## src/design/nal_bit_reader_exp_golomb_assert.svh

```systemverilog
// Assertion macros shared by the bit reader modules.
`ifndef NAL_BIT_READER_EXP_GOLOMB_ASSERT_SVH
`define NAL_BIT_READER_EXP_GOLOMB_ASSERT_SVH

// Whenever ante holds, cons must hold in the same cycle.
`define NBR_ASSERT_IMPL(label, clk, rst_n, ante, cons, msg) \
    label: assert property (@(posedge clk) disable iff (!rst_n) (ante) |-> (cons)) \
        else $error(msg);

// Whenever ante holds, cons must hold in the cycle after.
`define NBR_ASSERT_NEXT(label, clk, rst_n, ante, cons, msg) \
    label: assert property (@(posedge clk) disable iff (!rst_n) (ante) |=> (cons)) \
        else $error(msg);

// cond must hold at every clock edge out of reset.
`define NBR_ASSERT_ALWAYS(label, clk, rst_n, cond, msg) \
    `NBR_ASSERT_IMPL(label, clk, rst_n, 1'b1, cond, msg)

`endif

```

## src/design/nbr_pkg.sv

```systemverilog
// Shared constants, command codes and control/status types of the bit reader.
package nbr_pkg;

    localparam int BUF_BYTES = 4096;
    localparam int ADDR_W    = $clog2(BUF_BYTES);
    localparam int CNT_W     = $clog2(BUF_BYTES + 1);
    localparam int ZEROS_W   = 6;
    localparam int BL_W      = (CNT_W + 3 > 16) ? CNT_W + 3 : 16;

    localparam logic [2:0] CMD_APPEND = 3'd0;
    localparam logic [2:0] CMD_NEWBUF = 3'd1;
    localparam logic [2:0] CMD_GET    = 3'd2;
    localparam logic [2:0] CMD_SHOW   = 3'd3;
    localparam logic [2:0] CMD_SKIP   = 3'd4;
    localparam logic [2:0] CMD_UE     = 3'd5;
    localparam logic [2:0] CMD_SE     = 3'd6;

    localparam logic [15:0]        MAX_GET      = 16'd32;
    localparam logic [ZEROS_W-1:0] GOLOMB_LIMIT = 6'd32;
    localparam logic [7:0]         ESC_BYTE     = 8'h03;
    localparam logic [2:0]         BIT_MSB      = 3'd7;

    typedef struct packed {
        logic load_req;
        logic do_append;
        logic do_newbuf;
        logic start;
        logic set_err;
        logic mem_rd;
        logic take_bit;
        logic esc_chk;
        logic finish;
    } nbr_ctl_t;

    typedef struct packed {
        logic [2:0] cmd;
        logic       cnt_over;
        logic       at_end;
        logic       cur_valid;
        logic       loop_done;
        logic       esc_pending;
    } nbr_sts_t;

endpackage

```

## src/design/nbr_ctrl.sv

```systemverilog
// Controller of the bit reader: sequences each request over the datapath.
`include "nal_bit_reader_exp_golomb_assert.svh"

module nbr_ctrl
    import nbr_pkg::*;
(
    input  logic     clk,
    input  logic     rst_n,
    input  logic     in_valid,
    output logic     in_ready,
    output logic     out_valid,
    input  logic     out_ready,
    output nbr_ctl_t ctl,
    input  nbr_sts_t sts
);

    localparam logic [2:0] S_IDLE   = 3'd0;
    localparam logic [2:0] S_EXEC   = 3'd1;
    localparam logic [2:0] S_BIT    = 3'd2;
    localparam logic [2:0] S_ESCCHK = 3'd3;
    localparam logic [2:0] S_DONE   = 3'd4;

    logic [2:0] state_reg, state_next;
    logic       out_valid_reg, out_valid_next;
    logic       slot_free;

    assign slot_free = !out_valid_reg || out_ready;

    always_comb
    begin
        state_next = state_reg;
        ctl        = '0;
        in_ready   = 1'b0;

        case (state_reg)
            S_IDLE:
            begin
                in_ready = 1'b1;
                if (in_valid)
                begin
                    ctl.load_req = 1'b1;
                    state_next   = S_EXEC;
                end
            end
            S_EXEC:
            begin
                case (sts.cmd)
                    CMD_APPEND:
                    begin
                        ctl.do_append = 1'b1;
                        state_next    = S_DONE;
                    end
                    CMD_NEWBUF:
                    begin
                        ctl.do_newbuf = 1'b1;
                        state_next    = S_DONE;
                    end
                    CMD_GET, CMD_SHOW:
                    begin
                        if (sts.cnt_over)
                        begin
                            // The start pulse still saves the position, so a show
                            // restores and reports the place it was issued at.
                            ctl.start   = 1'b1;
                            ctl.set_err = 1'b1;
                            state_next  = S_DONE;
                        end
                        else
                        begin
                            ctl.start  = 1'b1;
                            state_next = S_BIT;
                        end
                    end
                    CMD_SKIP, CMD_UE, CMD_SE:
                    begin
                        ctl.start  = 1'b1;
                        state_next = S_BIT;
                    end
                    default:
                    begin
                        // Unused command: no result.
                        state_next = S_IDLE;
                    end
                endcase
            end
            S_BIT:
            begin
                if (sts.esc_pending)
                begin
                    ctl.mem_rd = 1'b1;
                    state_next = S_ESCCHK;
                end
                else if (sts.loop_done)
                begin
                    state_next = S_DONE;
                end
                else if (sts.at_end)
                begin
                    ctl.set_err = 1'b1;
                    state_next  = S_DONE;
                end
                else if (!sts.cur_valid)
                begin
                    ctl.mem_rd = 1'b1;
                end
                else
                begin
                    ctl.take_bit = 1'b1;
                end
            end
            S_ESCCHK:
            begin
                ctl.esc_chk = 1'b1;
                state_next  = S_BIT;
            end
            S_DONE:
            begin
                if (slot_free)
                begin
                    ctl.finish = 1'b1;
                    state_next = S_IDLE;
                end
            end
            default:
            begin
                state_next = S_IDLE;
            end
        endcase
    end

    always_comb
    begin
        out_valid_next = out_valid_reg;
        if (ctl.finish)
        begin
            out_valid_next = 1'b1;
        end
        else if (out_ready)
        begin
            out_valid_next = 1'b0;
        end
    end

    always_ff @(posedge clk or negedge rst_n)
    begin
        if (!rst_n)
        begin
            state_reg     <= S_IDLE;
            out_valid_reg <= 1'b0;
        end
        else
        begin
            state_reg     <= state_next;
            out_valid_reg <= out_valid_next;
        end
    end

    assign out_valid = out_valid_reg;

    `NBR_ASSERT_IMPL(a_take_has_byte, clk, rst_n, ctl.take_bit, sts.cur_valid && !sts.at_end, "bit taken without a loaded byte")
    `NBR_ASSERT_NEXT(a_finish_shows_result, clk, rst_n, ctl.finish, out_valid_reg, "result not presented after finish")
    `NBR_ASSERT_IMPL(a_finish_needs_slot, clk, rst_n, ctl.finish, slot_free, "result register overwritten while held")

endmodule

```

## config.mk

```make
export PLATFORM = sky130hd
export DESIGN_NAME = nbr_ctrl
export DESIGN_NICKNAME = d
export VERILOG_FILES = /design/src/design/nbr_pkg.sv /design/src/design/nbr_ctrl.sv
export VERILOG_INCLUDE_DIRS = /design/src /design/src/design
export SDC_FILE = /design/constraint.sdc
export NUM_CORES = 1
export LEC_CHECK = 0
export ABC_CLOCK_PERIOD_IN_PS = 2029
export BUFFER_PORTS_ARGS = -buffer_cell sky130_fd_sc_hd__buf_2
export CAP_MARGIN = 20
export CORE_AREA = 4 4 41 43
export CTS_CLUSTER_SIZE = 10
export DETAILED_ROUTE_END_ITERATION = 16
export DIE_AREA = 0 0 45 47
export PLACE_DENSITY = 0.65
export SLEW_MARGIN = 20
export SYNTH_ARGS = -nofsm -noshare
export SYNTH_HDL_FRONTEND = slang
export SYNTH_SLANG_ARGS = --single-unit
```

## constraint.sdc

```tcl
create_clock -name clk -period 2.03 [get_ports clk]
set_clock_uncertainty 0.05 [all_clocks]
set_input_delay 0.406 -clock clk [delete_from_list [all_inputs] [get_ports clk]]
set_output_delay 0.406 -clock clk [all_outputs]
set_load 0.02 [all_outputs]
```

# [Word-level counts from Yosys, hierarchy flattened]
# Cells that the tools add are included.
[classes] n_eq_ne=13 muxes=32 n_reduce_logical=10
[op_table] cell="3-bit 2-to-1 mux" n=8
[op_table] cell="1-bit 2-to-1 mux" n=19
[op_table] cell="3-bit case mux with 5 select lines" n=1
[op_table] cell="3-bit by 2-bit == test with 1-bit output (second input constant)" n=4
[op_table] cell="3-bit == test (second input constant)" n=4
[op_table] cell="3-bit case mux with 3 select lines" n=1
[op_table] cell="3-bit by 1-bit == test with 1-bit output (second input constant)" n=2
[op_table] cell="3-bit logical NOT" n=2
[op_table] cell="5-bit OR reduction" n=1
[op_table] cell="2-bit 2-to-1 mux" n=2
[op_table] cell="2-bit inequality test (second input constant)" n=2
[op_table] cell="4-bit inequality test (second input constant)" n=1
[op_table] cell="2-bit OR reduction" n=2
[op_table] cell="3-bit AND reduction" n=1
[op_table] cell="3-bit OR reduction" n=1
[op_table] cell="1-bit case mux with 2 select lines" n=1
[op_table] cell="2-bit nonzero test" n=1
[op_table] cell="1-bit logical NOT" n=1
[op_table] cell="1-bit logical OR" n=1
[totals] ff_bits=4 in_bits=12 word_cells=57

# [Logic depth before layout (Yosys ltp)]
[logic_depth] ltp_word=5 mapped_depth=5 mapped_depth_nobuf=3

# [Least setup slack after synthesis]
# OpenSTA, ideal clock, no wires.
[synth_timing] path_type="register to output" startpoint="register state_reg[2]" endpoint="output port ctl[8] in the netlist's numbering" arrival_ns=1.363 t_required_ns=1.574 slack_ns=0.211 path_stages_with_launch=4 path_cell_list="dfrtp_1 buf_6 nor3_1 and2_1"
[synth_lines] item="from (decl)" line_no="nbr_ctrl.sv:23" text="logic [2:0] state_reg, state_next;"
[synth_lines] item="from (signal assigned)" line_no="nbr_ctrl.sv:153" text="state_reg <= state_next;"
[synth_lines] item="to (decl)" line_no="nbr_ctrl.sv:13" text="output nbr_ctl_t ctl,"

==> impl_table.tex <==
\begin{tabular}{lr}
\hline
Metric & Value \\
\hline
\multicolumn{2}{l}{\textbf{Critical path}} \\
\quad Setup slack of the worst register-to-register path & 0.79 ns \\
\quad Top cell family by delay on the critical path & simple AND/OR/NAND/NOR gates \\
\quad Launching element type of the critical path & flip-flop \\
\quad Largest driver fanout on the critical path & 9 \\
\quad Worst Reg2Reg Path Length in Cells & 3 \\
\quad Start of the worst register-to-register path & state\_reg[2] \\
\quad Type of the worst setup path & reg2out \\
\quad WP data required & 1.57 ns \\
\quad Crit end category & output pin \\
\quad Delay of the slowest cell on the worst path & 0.49 ns \\
\quad Worst path slowest cell & dfrtp\_1 \\
\quad Cell Chain, Critical Path & nor3b\_4, nand2b\_2, nor3b\_2, buf\_2 \\
\quad Buffers and inverters on the worst path & 1 \\
\quad End of the worst register-to-register path & state\_reg[2] \\
\quad Arrival time of data at the critical path endpoint & 1.43 ns \\
\multicolumn{2}{l}{\textbf{Detailed routing}} \\
\quad Number of violations reported at the end of detailed-routing iteration 0 & 8 \\
\quad Number of vias per cell & 4.64 \\
\quad Routed wire per std cell & 9.88 µm \\
\quad Remaining number of nets flagged by the antenna check after routing & 0 \\
\quad Number of detailed-routing iterations run before antenna repair & 3 \\
\quad Routed via count & 357 \\
\quad DRC errors left & 0 \\
\quad Total detailed-routing wirelength & 761 µm \\
\multicolumn{2}{l}{\textbf{Synth}} \\
\quad Count of distinct cell types in the synthesized netlist & 25 \\
\quad Synthesized-area fraction occupied by adder cells & 0\% \\
\quad Leading cell types by count after synthesis & dfrtp\_1 (4), nor2\_1 (4), nor3\_1 (4) \\
\quad Post-synthesis simple-gate area fraction & 47.1\% \\
\quad Synth Cell Area & 369 µm² \\
\quad Multiplexer area fraction after synthesis & 2.71\% \\
\quad Largest family of logic cells by synthesized area & simple AND/OR/NAND/NOR gates \\
\quad Top area cells in the synthesized netlist & dfrtp\_1 (27\%), nor4b\_4 (6.4\%), buf\_6 (6.1\%), nor3\_1 (5.4\%), nor3b\_4 (5.1\%) \\
\quad Synthesized net count & 52 \\
\quad Avg Cell Area, Syn & 9.23 µm² \\
\quad Synth Warn \# & 0 \\
\quad Number of flops mapped to enable cells by yosys & 0 \\
\quad Part of the Yosys area used for sequential elements & 27.1\% \\
\quad Synthesized instance count & 40 \\
\quad Top-area cell type share of the netlist area & 27.1\% \\
\quad Most used flip-flop cell after synthesis & dfrtp\_1 \\
\quad Synthesized-area fraction occupied by ao, oa, aoi and oai cells & 12.9\% \\
\quad Register bit total from synthesis & 4 \\
\quad Leading area contributor after synthesis & dfrtp\_1 \\
\quad Xor and xnor fraction of the mapped netlist area & 0\% \\
\quad Post-synth ARST share & 100\% \\
\multicolumn{2}{l}{\textbf{CTS}} \\
\quad Clock root buffer master & clkbuf\_4 \\
\quad Total number of H-tree levels & 1 \\
\quad Insertion delay to the later sink of the worst-skew pair & 0.23 ns \\
\quad Clock tree from TritonCTS & yes \\
\quad Number of sinks handled by clock tree synthesis & 4 \\
\quad Bufs on Longest Clock Path & 2 \\
\quad Clock-pin transition on the worst setup and hold timing paths & 0.04 ns \\
\quad Number of buffers created by CTS & 3 \\
\quad Post-CTS setup buffer count & 0 \\
\multicolumn{2}{l}{\textbf{Timing}} \\
\quad Achievable frequency & 529 MHz \\
\quad Final worst hold slack & 0.429 ns \\
\quad Max\_slew headroom & 76.1\% \\
\quad Final critical-path required period & 1.89 ns \\
\quad Final Max Tran Viols & 0 \\
\quad Final setup fails & 0 \\
\quad Fraction of the cycle the final worst path needs & 93.0\% \\
\quad Setup repair after global routing missed its margin & false \\
\quad Number of hold-slack violations in the final timing report & 0 \\
\quad Setup TNS after final layout & 0 ns \\
\quad Slew at the pin with the worst max-slew slack & 0.359 ns \\
\multicolumn{2}{l}{\textbf{Layout}} \\
\quad Multi-input gate area in the final layout & 231 µm² \\
\quad Share of layout cells above drive strength 1 & 50.0\% \\
\quad Flip-flop count of the largest register, all copies and words added & 3 \\
\quad Filler Cells Inserted & 141 \\
\quad Number of nets in the layout & 76 \\
\quad Area growth from synthesis to layout & 33.9\% \\
\quad N\_diodes & 0 \\
\quad FF/Latch Area & 101 µm² \\
\multicolumn{2}{l}{\textbf{Floorplanning}} \\
\quad Die width & 45 µm \\
\quad Count of boundary I/O pins & 23 \\
\quad Total die area & 0.00212 mm² \\
\quad Y dimension of the die & 47 µm \\
\quad Std cell rows & 13 \\
\quad Effective utilization at floorplan & 28.4\% \\
\quad Area of the placeable core & 0.00130 mm² \\
\multicolumn{2}{l}{\textbf{Min path}} \\
\quad Hold Path Origin & out\_ready \\
\quad Worst hold path stage count & 3 \\
\quad Terminating pin of the worst hold path & out\_valid \\
\quad Min-delay worst type & in2reg \\
\multicolumn{2}{l}{\textbf{GRT}} \\
\quad Via count of the first global-routing pass & 315 \\
\quad Pin count of the biggest net entering global routing & 10 \\
\quad Wire length of the first global-routing pass & 1130 µm \\
\quad Total global routing track utilization & 7.45\% \\
\quad Initial antenna violation count & 0 \\
\quad Total overflow reported by the global router & 0 \\
\multicolumn{2}{l}{\textbf{Power}} \\
\quad Power density over cell area & 1180 mW/mm² \\
\quad Total Power Consumption & 584 µW \\
\quad Leakage power figure & 0.000252 µW \\
\quad Peak VDD IR & 0.371 mV \\
\multicolumn{2}{l}{\textbf{Place}} \\
\quad HPWL after detailed placement & 644 µm \\
\quad Count of buffers from port buffering & 22 \\
\quad Final Wtd Congestion & 0.694 \\
\multicolumn{2}{l}{\textbf{Flow run}} \\
\quad Reported max-cap violation count & 0 \\
\multicolumn{2}{l}{\textbf{Outcome}} \\
\quad Result of the run & finished, final reports clean \\
\hline
\end{tabular}
## worst register-to-register path, delay by kind of cell (launching register included)
family / cells / cell delay [ns]
simple gates: 1 / 0.36
flops: 1 / 0.49
compound gates: 2 / 0.26
## cells by family after synthesis
family | after synthesis
simple gates | 24
compound gates | 7
flops | 4
buf+inv | 4
mux | 1
## cell usage in the layout (no fill, tap or decap), types with 2 or more instances in the layout
| master | instances |
|---|---|
| nor3_1 | 4 |
| o211ai_1 | 2 |
| nand3_1 | 2 |
| nor2b_1 | 2 |
| clkbuf_4 | 3 |
| nand2_1 | 2 |
| buf_2 | 22 |
| nor2_1 | 4 |
| dfrtp_1 | 3 |
## per-stage QoR
| stage | cells | worst slack [ns] | util, % | area [µm²] |
|---|---|---|---|---|
| final | 77 | 0.141 | 38.0 | 494 |
| after global routing | 77 | 0.0376 | 38.0 | 494 |
| after CTS | 77 | 0.0909 | 37.9 | 493 |
| after detailed placement | 73 | 0.346 | 35.4 | 460 |
| after global placement | 73 | 0.361 | 35.4 | 460 |
| after floorplan | 40 | 0.211 | - | 369 |
## power breakdown
group / internal (µW) / total, µW / switching [µW]
sequential: 117 / 191 / 74.4
clock: 66.0 / 95.9 / 30.0
combinational: 138 / 297 / 159
total: 320 / 584 / 264
## worst max path at each step
| stage | end | slack [ns] | start | cells past startpoint |
|---|---|---|---|---|
| floorplan | ctl[8] | 0.21 | state_reg[2] | 3 |
| global placement | ctl[6] | 0.36 | state_reg[0] | 4 |
| detailed placement | ctl[6] | 0.35 | state_reg[0] | 4 |
| CTS | ctl[6] | 0.09 | state_reg[0] | 4 |
| global route | ctl[7] | 0.04 | state_reg[2] | 4 |
| finish | ctl[6] | 0.14 | state_reg[2] | 4 |
## metal layers
layer	GRT usage (%)	wire, µm	up-vias
li1	-	-	190
met1	8.26	334	151
met2	12.1	363	16
met3	1.15	63	0
met4	7.02	0	0
met5	0	0	-
## cell type report
| class | instances | area share, % |
|---|---|---|
| multi-input cells | 32 | 46.8 |
| repair buffers | 23 | 24.3 |
| flip-flops and latches | 4 | 20.5 |
| clock buffers | 3 | 4.56 |
| well taps | 15 | 3.80 |
## repair_timing
| action | 4_1_cts | 5_1_grt |
|---|---|---|
| hold endpoints to repair | 4 | 0 |
| hold buffers | 1 | 0 |
| gates resized for setup | 0 | 1 |
| endpoints found under the setup margin | 0 | 1 |
No activity file was read; power rests on OpenSTA's default activity.
